<file path="src/rtl/mrrc_pkg.sv">
// Package for the Modbus RTU response checker.
// Holds the item and result types, function codes, status codes and the CRC byte step.
// No dependencies.
package mrrc_pkg;

    localparam logic [15:0] CRC_INIT   = 16'hFFFF;
    localparam logic [15:0] CRC_POLY   = 16'hA001;
    localparam logic [7:0]  FC_READ    = 8'h03;
    localparam logic [7:0]  FC_WRITE   = 8'h06;
    localparam int          FC_EXC_BIT = 7;
    localparam int          HDR_BYTES  = 5;
    localparam int          LEN_W      = 9;
    localparam int          RES_W      = 68;
    localparam int          OUT_DATA_W = 72;

    typedef enum logic [2:0] {
        ST_READ_OK   = 3'd0,
        ST_WRITE_OK  = 3'd1,
        ST_EXCEPTION = 3'd2,
        ST_CRC_ERROR = 3'd3,
        ST_TOO_SHORT = 3'd4,
        ST_OTHER     = 3'd5
    } status_t;

    typedef struct packed {
        logic       frame_end;
        logic [7:0] rx_byte;
    } in_item_t;

    // packed msb first: status lands in the lowest bits
    typedef struct packed {
        logic [LEN_W-1:0] frame_length;
        logic [7:0]       exc_code;
        logic [15:0]      register_addr;
        logic [15:0]      data_value;
        logic [7:0]       function_code;
        logic [7:0]       slave_addr;
        status_t          status;
    } result_t;

    // one byte of CRC-16/MODBUS, reflected, lsb first
    function automatic logic [15:0] crc_feed(input logic [15:0] crc, input logic [7:0] b);
        logic [15:0] c;
        c = crc ^ {8'h00, b};
        for (int i = 0; i < 8; i++)
        begin
            c = c[0] ? ((c >> 1) ^ CRC_POLY) : (c >> 1);
        end
        return c;
    endfunction

endpackage

</file>
<file path="src/rtl/mrrc_in_reg.sv">
// Input register of the response checker: one item of storage on the slave side.
// Depends on mrrc_pkg for the item type.
module mrrc_in_reg
    import mrrc_pkg::*;
(
    input  logic     clk,
    input  logic     rst_n,
    input  logic     s_tvalid,
    output logic     s_tready,
    input  in_item_t s_item,
    input  logic     out_busy,
    output logic     advance,
    output in_item_t item
);

    logic     valid_reg;
    logic     valid_next;
    in_item_t item_reg;

    // a byte that makes no result never waits on the output side
    assign advance    = valid_reg && (!item_reg.frame_end || !out_busy);
    assign s_tready   = !valid_reg || advance;
    assign valid_next = s_tready ? s_tvalid : valid_reg;
    assign item       = item_reg;

    always_ff @(posedge clk or negedge rst_n)
    begin
        if (!rst_n)
        begin
            valid_reg <= 1'b0;
        end
        else
        begin
            valid_reg <= valid_next;
        end
    end

    always_ff @(posedge clk)
    begin
        if (s_tvalid && s_tready)
        begin
            item_reg <= s_item;
        end
    end

endmodule

</file>
<file path="src/rtl/mrrc_frame_proc.sv">
// Frame state of the response checker: CRC with two-byte hold-back, header bytes,
// byte count, and the classification at frame end. Depends on mrrc_pkg.
module mrrc_frame_proc
    import mrrc_pkg::*;
#(
    parameter int MAX_FRAME_BYTES = 256
)
(
    input  logic        clk,
    input  logic        rst_n,
    input  logic        advance,
    input  in_item_t    item,
    input  logic [15:0] pending_register,
    output logic        res_valid,
    output result_t     result
);

    localparam int              LimInt    = (MAX_FRAME_BYTES > 511) ? 511 : MAX_FRAME_BYTES;
    localparam logic [LEN_W-1:0] LEN_LIMIT = LEN_W'(LimInt);

    logic [15:0]      crc_reg;
    logic [15:0]      crc_next;
    logic [15:0]      crc_upd;
    logic [7:0]       dly0_reg;
    logic [7:0]       dly1_reg;
    logic [LEN_W-1:0] cnt_reg;
    logic [LEN_W-1:0] cnt_upd;
    logic [7:0]       hdr_reg [HDR_BYTES];
    logic [7:0]       hdr_upd [HDR_BYTES];
    logic [15:0]      rx_crc;
    result_t          res;

    always_comb
    begin
        crc_upd = (cnt_reg >= LEN_W'(2)) ? crc_feed(crc_reg, dly1_reg) : crc_reg;
        cnt_upd = (cnt_reg < LEN_LIMIT) ? cnt_reg + LEN_W'(1) : cnt_reg;
        for (int k = 0; k < HDR_BYTES; k++)
        begin
            hdr_upd[k] = (cnt_reg == LEN_W'(k)) ? item.rx_byte : hdr_reg[k];
        end
    end

    assign rx_crc   = {item.rx_byte, dly0_reg};
    assign crc_next = item.frame_end ? CRC_INIT : crc_upd;

    always_comb
    begin
        res              = '0;
        res.status       = ST_TOO_SHORT;
        res.frame_length = cnt_upd;
        if (cnt_upd >= LEN_W'(HDR_BYTES))
        begin
            res.slave_addr    = hdr_upd[0];
            res.function_code = hdr_upd[1];
            priority if (rx_crc != crc_upd)
            begin
                res.status = ST_CRC_ERROR;
            end
            else if (hdr_upd[1] == FC_READ)
            begin
                res.status        = ST_READ_OK;
                res.data_value    = {hdr_upd[3], hdr_upd[4]};
                res.register_addr = pending_register;
            end
            else if (hdr_upd[1] == FC_WRITE)
            begin
                res.status        = ST_WRITE_OK;
                res.register_addr = {hdr_upd[2], hdr_upd[3]};
            end
            else if (hdr_upd[1][FC_EXC_BIT])
            begin
                res.status   = ST_EXCEPTION;
                res.exc_code = hdr_upd[2];
            end
            else
            begin
                res.status = ST_OTHER;
            end
        end
    end

    assign res_valid = advance && item.frame_end;
    assign result    = res;

    always_ff @(posedge clk or negedge rst_n)
    begin
        if (!rst_n)
        begin
            crc_reg  <= CRC_INIT;
            dly0_reg <= 8'h00;
            dly1_reg <= 8'h00;
            cnt_reg  <= '0;
        end
        else if (advance)
        begin
            crc_reg  <= crc_next;
            dly0_reg <= item.frame_end ? 8'h00 : item.rx_byte;
            dly1_reg <= item.frame_end ? 8'h00 : dly0_reg;
            cnt_reg  <= item.frame_end ? '0 : cnt_upd;
        end
    end

    always_ff @(posedge clk)
    begin
        if (advance)
        begin
            for (int k = 0; k < HDR_BYTES; k++)
            begin
                hdr_reg[k] <= hdr_upd[k];
            end
        end
    end

`ifndef ASSERT_OFF
    a_cnt_clear: assert property (@(posedge clk) disable iff (!rst_n)
        res_valid |=> (cnt_reg == '0 && crc_reg == CRC_INIT))
        else $error("frame state not cleared after frame end");

    a_cnt_limit: assert property (@(posedge clk) disable iff (!rst_n)
        cnt_reg <= LEN_LIMIT)
        else $error("byte count above limit");

    a_short: assert property (@(posedge clk) disable iff (!rst_n)
        (res_valid && res.status == ST_TOO_SHORT) |->
            (res.frame_length < LEN_W'(HDR_BYTES) && res.slave_addr == 8'h00))
        else $error("too_short result inconsistent with length");

    a_idle_hold: assert property (@(posedge clk) disable iff (!rst_n)
        !advance |=> ($stable(cnt_reg) && $stable(crc_reg)))
        else $error("frame state moved without an item");
`endif

endmodule

</file>
<file path="src/rtl/mrrc_out_reg.sv">
// Result register of the response checker on the master side.
// Depends on mrrc_pkg for the result type.
module mrrc_out_reg
    import mrrc_pkg::*;
(
    input  logic    clk,
    input  logic    rst_n,
    input  logic    load,
    input  result_t result,
    input  logic    m_tready,
    output logic    m_tvalid,
    output result_t m_result,
    output logic    out_busy
);

    logic    valid_reg;
    logic    valid_next;
    result_t res_reg;

    // load only comes when the slot is empty or being taken
    assign valid_next = load ? 1'b1 : (valid_reg && !m_tready);
    assign m_tvalid   = valid_reg;
    assign m_result   = res_reg;
    assign out_busy   = valid_reg && !m_tready;

    always_ff @(posedge clk or negedge rst_n)
    begin
        if (!rst_n)
        begin
            valid_reg <= 1'b0;
        end
        else
        begin
            valid_reg <= valid_next;
        end
    end

    always_ff @(posedge clk)
    begin
        if (load)
        begin
            res_reg <= result;
        end
    end

`ifndef ASSERT_OFF
    a_no_overwrite: assert property (@(posedge clk) disable iff (!rst_n)
        load |-> (!valid_reg || m_tready))
        else $error("result loaded over an untaken result");

    a_status_range: assert property (@(posedge clk) disable iff (!rst_n)
        valid_reg |-> (res_reg.status <= ST_OTHER))
        else $error("status code out of range");

    a_take: assert property (@(posedge clk) disable iff (!rst_n)
        (valid_reg && m_tready && !load) |=> !valid_reg)
        else $error("taken result still shown");
`endif

endmodule

</file>
<file path="src/rtl/modbus_rtu_response_checker_core.sv">
// A frame's last byte passes the input register, then the result register, to reach m_tvalid.
// Throughput: one byte per cycle; bytes with no result never stall, and a frame-end byte
// waits only while the previous result sits untaken in the output register.
// Reset (rst_n low, async): empty input and output registers, CRC 0xFFFF, count zero,
// pending_register zero. Top level; depends on mrrc_pkg and the mrrc_* modules.
module modbus_rtu_response_checker_core
    import mrrc_pkg::*;
#(
    parameter int MAX_FRAME_BYTES = 256
)
(
    input  logic                  clk,
    input  logic                  rst_n,
    input  logic                  cfg_we,
    input  logic [15:0]           cfg_wdata,   // pending_register
    input  logic                  s_tvalid,
    output logic                  s_tready,
    input  logic [7:0]            s_tdata,     // rx_byte
    input  logic                  s_tlast,     // frame_end
    output logic                  m_tvalid,
    input  logic                  m_tready,
    // status[2:0], slave_addr[10:3], function_code[18:11], data_value[34:19],
    // register_addr[50:35], exc_code[58:51], frame_length[67:59], zero[71:68]
    output logic [OUT_DATA_W-1:0] m_tdata
);

    logic        pend_we;
    logic [15:0] pend_reg;
    in_item_t    s_item;
    in_item_t    item;
    logic        advance;
    logic        out_busy;
    logic        res_valid;
    result_t     result;
    result_t     m_result;

    assign pend_we          = cfg_we;
    assign s_item.rx_byte   = s_tdata;
    assign s_item.frame_end = s_tlast;

    always_ff @(posedge clk or negedge rst_n)
    begin
        if (!rst_n)
        begin
            pend_reg <= 16'h0000;
        end
        else if (pend_we)
        begin
            pend_reg <= cfg_wdata;
        end
    end

    mrrc_in_reg u_in (
        .clk      (clk),
        .rst_n    (rst_n),
        .s_tvalid (s_tvalid),
        .s_tready (s_tready),
        .s_item   (s_item),
        .out_busy (out_busy),
        .advance  (advance),
        .item     (item)
    );

    mrrc_frame_proc #(
        .MAX_FRAME_BYTES (MAX_FRAME_BYTES)
    ) u_proc (
        .clk              (clk),
        .rst_n            (rst_n),
        .advance          (advance),
        .item             (item),
        .pending_register (pend_reg),
        .res_valid        (res_valid),
        .result           (result)
    );

    mrrc_out_reg u_out (
        .clk      (clk),
        .rst_n    (rst_n),
        .load     (res_valid),
        .result   (result),
        .m_tready (m_tready),
        .m_tvalid (m_tvalid),
        .m_result (m_result),
        .out_busy (out_busy)
    );

    assign m_tdata = {{(OUT_DATA_W - RES_W){1'b0}}, m_result};

endmodule
</file>
<file path="config.mk">
export PLATFORM = sky130hd
export DESIGN_NAME = modbus_rtu_response_checker_core
export DESIGN_NICKNAME = d
export VERILOG_FILES = /design/src/rtl/mrrc_pkg.sv /design/src/rtl/mrrc_in_reg.sv /design/src/rtl/mrrc_frame_proc.sv /design/src/rtl/mrrc_out_reg.sv /design/src/rtl/modbus_rtu_response_checker_core.sv
export SDC_FILE = /design/constraint.sdc
export NUM_CORES = 1
export LEC_CHECK = 0
export BUFFER_PORTS_ARGS = -buffer_cell sky130_fd_sc_hd__buf_2
export CORE_AREA = 3 3 190 192
export DETAILED_ROUTE_END_ITERATION = 10
export DIE_AREA = 0 0 193 195
export SLEW_MARGIN = 20
export SYNTH_ARGS = -nofsm -noshare
export SYNTH_HDL_FRONTEND = slang
export SYNTH_SLANG_ARGS = --single-unit
</file>
<file path="constraint.sdc">
create_clock -name clk -period 4.43 [get_ports clk]
set_input_delay 1.329 -clock clk [delete_from_list [all_inputs] [get_ports clk]]
set_output_delay 1.329 -clock clk [all_outputs]
set_load 0.005 [all_outputs]
</file>
-- Word level (Yosys, flattened, before mapping)
Memories as Yosys holds them, arrays and structs flattened.
Index checks and enable logic that the tools add are counted.
- add/subtract/negate cells: 1
- magnitude comparators: 3
- equal/unequal tests: 7
- mux-type cells: 28
- bitwise gates (word level): 12
- reduce and logical (&&, ||, !) cells: 14
- operators by type and width (kind ; number):
    2-to-1 mux 16 bit ; 12
    2-to-1 mux 8 bit ; 7
    NOT 2 -> 3 bit ; 8
    == test 9 x 2 -> 1 bit, second input constant ; 2
    2-to-1 mux 9 bit ; 2
    inequality test 16 bit ; 1
    XOR 16 x 8 -> 16 bit ; 1
    2-to-1 mux 3 bit ; 4
    adder 9 x 1 -> 9 bit, second input constant ; 1
    == test 9 x 1 -> 1 bit, second input constant ; 1
    == test 9 x 3 -> 1 bit, second input constant ; 1
    >= comparator 9 x 2 -> 1 bit, second input constant ; 1
    >= comparator 9 x 3 -> 1 bit, second input constant ; 1
    logical NOT 9 bit ; 1
    less-than comparator 9 bit, second input constant ; 1
    == test 8 x 2 -> 1 bit, second input constant ; 1
    == test 8 x 3 -> 1 bit, second input constant ; 1
    OR reduction 5 bit ; 1
    logical AND 1 bit ; 4
    logical NOT 1 bit ; 4
    2-to-1 mux 1 bit ; 3
    NOT 1 bit ; 3
    OR reduction 3 bit ; 1
    logical OR 1 bit ; 2
    OR reduction 2 bit ; 1
- register bits after elaboration: 136
- memory bits (writable): 40
- input bits: 30
- output and inout bits: 74
- word-level logic and storage cells: 82
- memories: 1
- memory list (memory ; words ; bits a word ; rd ports ; clocked after memory_dff ; wr ports ; line ; source):
    u_proc.hdr_reg ; 5 ; 8 ; 5 ; 0 ; 5 ; mrrc_frame_proc.sv:28 ; logic [7:0] hdr_reg [HDR_BYTES];

-- Depth between registers and ports, before layout
- word-level depth: 20
- gate-level depth with buffers: 12
- mapped depth without buffers: 9

-- Cells and area by module
A second synthesis with hierarchy kept.
- cell total of the unflattened synthesis: 703
- area, all modules: 8851.0 µm²
- by module, submodules not included (module ; instances ; cells each ; area each (µm²) ; sequential area each (µm²)):
    mrrc_frame_proc ; 1 ; 579 ; 5755.5 ; 2247.2
    mrrc_out_reg ; 1 ; 71 ; 2087.0 ; 2067.0
    modbus_rtu_response_checker_core ; 1 ; 39 ; 683.2 ; 400.4
    mrrc_in_reg ; 1 ; 14 ; 325.3 ; 295.3

-- Least setup slack after synthesis
OpenSTA, ideal clock, no wires.
- kind: input to register
- start: input m_tready
- end: memory u_proc.hdr_reg[0][0] (enable)
- library setup time: 0.420 ns
- arrival time: 3.228 ns
- required time: 4.010 ns
- path slack: 0.782 ns
- stages on the path: 6
- path buffers: 2
- cells stage by stage: inv_1 > nand3_1 > nand2_1 > inv_1 > clkbuf_1 > clkbuf_1
- RTL lines (item ; line ; source):
    start, declared ; modbus_rtu_response_checker_core.sv:21 ; input logic m_tready,
    end, declared ; mrrc_frame_proc.sv:28 ;

-- Worst setup path after layout
- start: register u_proc.cnt_reg[4]
- end: register u_out.res_reg, in the netlist u_out.m_result[35], data pin
- word-level cells in the longest chain between the ends: 5
- RTL lines (item ; line ; source):
    start, declared ; mrrc_frame_proc.sv:26 ; logic [LEN_W-1:0] cnt_reg;
    start signal, assigned ; mrrc_frame_proc.sv:99 ; cnt_reg <= item.frame_end ? '0 : cnt_upd;
    adder 9 x 1 -> 9 bit, or another cell as far along ; mrrc_frame_proc.sv:36 ; cnt_upd = (cnt_reg < LEN_LIMIT) ? cnt_reg + LEN_W'(1) : cnt_reg;
    2-to-1 mux 9 bit or 2-to-1 mux 8 bit (tied branches) ; mrrc_frame_proc.sv:36, mrrc_frame_proc.sv:39 ;
    >= comparator 9 x 3 -> 1 bit or == test 8 x 3 -> 1 bit (tied branches) ; mrrc_frame_proc.sv:51, mrrc_frame_proc.sv:65 ;
    NOT 1 bit (no line) or 2-to-1 mux 16 bit (tied branches) ; -- ;
    OR reduction 2 bit (no line) or 2-to-1 mux 16 bit (tied branches) ; -- ;
    end signal, assigned ; mrrc_out_reg.sv:42 ; res_reg <= result;
    end, declared ; mrrc_out_reg.sv:18 ; result_t res_reg;
Several ways; a longest one is shown, not always the timed one.
A chain may end at the register's enable or synchronous reset.

==> impl_metrics.py <==
metrics = {
    "yosys": {
        "synth_edf_count": 117,
        "synth_compound_area_share_pct": 6.24,
        "synthSimpleGateAreaFrac_pct": 17.8,
        "synthArstFlopShare_pct": 33.5,
        "synth-seq-cells": 176,
        "syn-instance-count": 710,
        "ys.flop_type": "edfxtp_1",
        "avgSynthCellArea_um2": 12.1,
        "synth-xor-area-share_pct": 4.95,
        "synth_adder_area_share_pct": 0.581,
        "ys_types": 60,
        "synth_area_mm2": 0.00862,
        "yosysWarnings": 0,
        "synth_top_family_by_area": "simple AND/OR/NAND/NOR gates",
        "synth_area_leaders": "edfxtp_1, dfrtp_1, dfstp_2",
        "synth_top_area_share_pct": 40.8,
        "synthMuxAreaShare_pct": 7.96,
        "yosys.area.top_type": "edfxtp_1",
        "synth_seq_area_share_pct": 58.1,
    },
    "drt": {
        "wire_per_inst_um": 16.8,
        "firstDrtPassIters": 7,
        "vias": 5698,
        "via_per_inst": 4.53,
        "drt-initial-drc-count": 457,
        "routed_wirelength_um": 21200,
        "drc": 0,
        "antenna_left": 0,
    },
    "critical_path": {
        "cp.buffers_inverters": 0,
        "path_cells": "nor4_4 -> nand3_1 -> mux2i_1 -> nand3_1 -> nor2_1 -> a21oi_1 -> nor4b_2",
        "crit_path_top_delay_cell": "nand3_1",
        "max_stage_delay_ns": 0.70,
        "start_kind": "register",
        "critPathKind": "register to register",
        "critPathRequiredTime_ns": 4.68,
        "r2r_slack_ns": 0.89,
        "arrival_ns": 3.79,
        "cp_top_family": "simple AND/OR/NAND/NOR gates",
        "crit_path_end_kind": "register",
        "path_max_fanout": 16,
        "crit_top_cell": "nand3_1",
    },
    "floorplanning": {
        "pin_count": 104,
        "dieHeight_um": 195,
        "start_util_pct": 24.9,
        "dieArea_mm2": 0.0376,
        "placementRows": 68,
        "core_mm2": 0.0345,
        "die_w_um": 193,
    },
    "place": {
        "dp_hpwl_um": 14400,
        "placedCellCount": 1227,
        "finalWeightedCongestion": 0.819,
        "portBuffers": 99,
        "placed_area_mm2": 0.00959,
    },
    "hold_path": {
        "hp-class": "register to register",
    },
    "timing": {
        "fin_skew_ns": 0.0136,
        "rsz0062_at_grt": "no",
        "max_clock_freq_ghz": 0.282,
        "worst_pin_slew_ns": 1.00,
        "setup_tns_ns": 0,
        "slew_violations": 0,
        "slew-limit-headroom_pct": 33.1,
        "finalSetupViolations": 0,
        "finalHoldViolCount": 0,
        "min_period_ns": 3.54,
        "min_period_over_period_pct": 80.0,
        "holdWs_ns": 0.490,
    },
    "clocking": {
        "hold_buffers": 0,
        "insertion_delay_ns": 0.44,
        "numCtsBuffers": 17,
        "cts_tree": "built",
        "root_buffer": "clkbuf_16",
        "cts.sinks": 176,
        "htree_levels": 4,
        "post_cts_buffers": 0,
        "path_clk_slew_ns": 0.07,
        "cts-resized-gates": 0,
        "clockBufferDepth": 2,
    },
    "pwr": {
        "power_density_mw_per_mm2": 536,
        "leakage_nw": 4.08,
        "total_power_mw": 5.47,
        "ir_drop_v": 0.000368,
    },
    "layout": {
        "layout_commonest_cell": "edfxtp_1",
        "most-common-layout-cells": "edfxtp_1, buf_2, nand2_1",
        "largest_reg_flops": 68,
        "antenna_cells": 0,
        "fin_nets": 825,
        "fin_cells": 1259,
        "drive_gt1_share_pct": 27.0,
        "syn_to_final_growth_pct": 18.4,
        "finalInstanceArea_mm2": 0.0102,
    },
    "run_status": {
        "outcome": "complete, no violations",
    },
    "global_route": {
        "grt_max_degree": 71,
        "grt_pass1_wl_um": 33300,
        "grt_pass1_vias": 5591,
        "antenna_found_initial": 0,
        "grt-ovfl-total": 0,
        "groute.usage.overall_pct": 11.5,
    },
    "flow_run": {
        "drv_cap": 0,
    },
}
==> kinds of logic after synthesis <==
group                      count (synthesis)
and+or+nand+nor                          253
muxes                                     65
xor gates and xnor gates                  44
other                                      1
buffers and inverters                     87
adders and majority gates                  4
AOI/OAI and AO/OA                         80
DFF                                      176
==> synth_stat cells (all sizes together) (15+ instances only) <==
| master | n |
|---|---|
| clkbuf | 39 |
| dfrtp | 43 |
| mux2i | 40 |
| mux2 | 25 |
| inv | 33 |
| a21oi | 29 |
| dfstp | 16 |
| o22a | 21 |
| nand2 | 59 |
| buf | 15 |
| nor3 | 28 |
| nor4b | 17 |
| nand3 | 18 |
| xor2 | 18 |
| xnor2 | 23 |
| nand3b | 18 |
| edfxtp | 117 |
| nor2 | 53 |
==> metrics by stage <==
step           worst slack (ns)  util, %
3_5_place_dp              0.910     27.8
5_1_grt                   0.546     29.5
6_report                  0.887     29.5
4_1_cts                   0.819     29.5
3_3_place_gp               1.02     27.8
2_1_floorplan             0.782        -
==> worst register-to-register path, delay by kind of cell (launching register included) <==
family | cells | cell delay [ns]
DFF | 1 | 0.52
and+or+nand+nor | 5 | 2.13
muxes | 1 | 0.64
AOI/OAI and AO/OA | 1 | 0.08
==> final timing paths <==
kind,to,startpoint,depth (start not counted)
worst max-delay path,u_out.m_result[35],u_proc.cnt_reg[4],7
worst min-delay path,u_proc.dly1_reg[5],u_proc.dly1_reg[5],2
worst max register to register,u_out.m_result[35],u_proc.cnt_reg[4],7
worst min register to register,u_proc.dly1_reg[5],u_proc.dly1_reg[5],2
max in group asynchronous,u_proc.crc_reg[8],rst_n,2
min in group asynchronous,pend_reg[13],rst_n,1
==> cell type report <==
class	instances	area (µm²)
clock buffer	17	425
clock inverter	15	181
fill	3616	24300
inverter	33	124
multi-input combinational	450	3280
sequential	176	5010
tap	455	569
timing repair buffer	113	613
==> metal layers <==
metal / global-route usage, % / vias to the layer above / routed length, µm
met3: 2.53 / 18 / 1040
met1: 17.2 / 2841 / 10500
li1: - / 2714 / -
met4: 3.08 / 0 / 286
met2: 16.6 / 125 / 9350
met5: 0 / - / 0
==> report_power, final <==
group / switching [mW] / total, mW / internal, mW
logic: 0.986 / 1.70 / 0.713
registers: 0.156 / 2.19 / 2.03
clock network: 0.682 / 1.58 / 0.899
total: 1.82 / 5.47 / 3.65
Power figures use the tool's default switching activity.
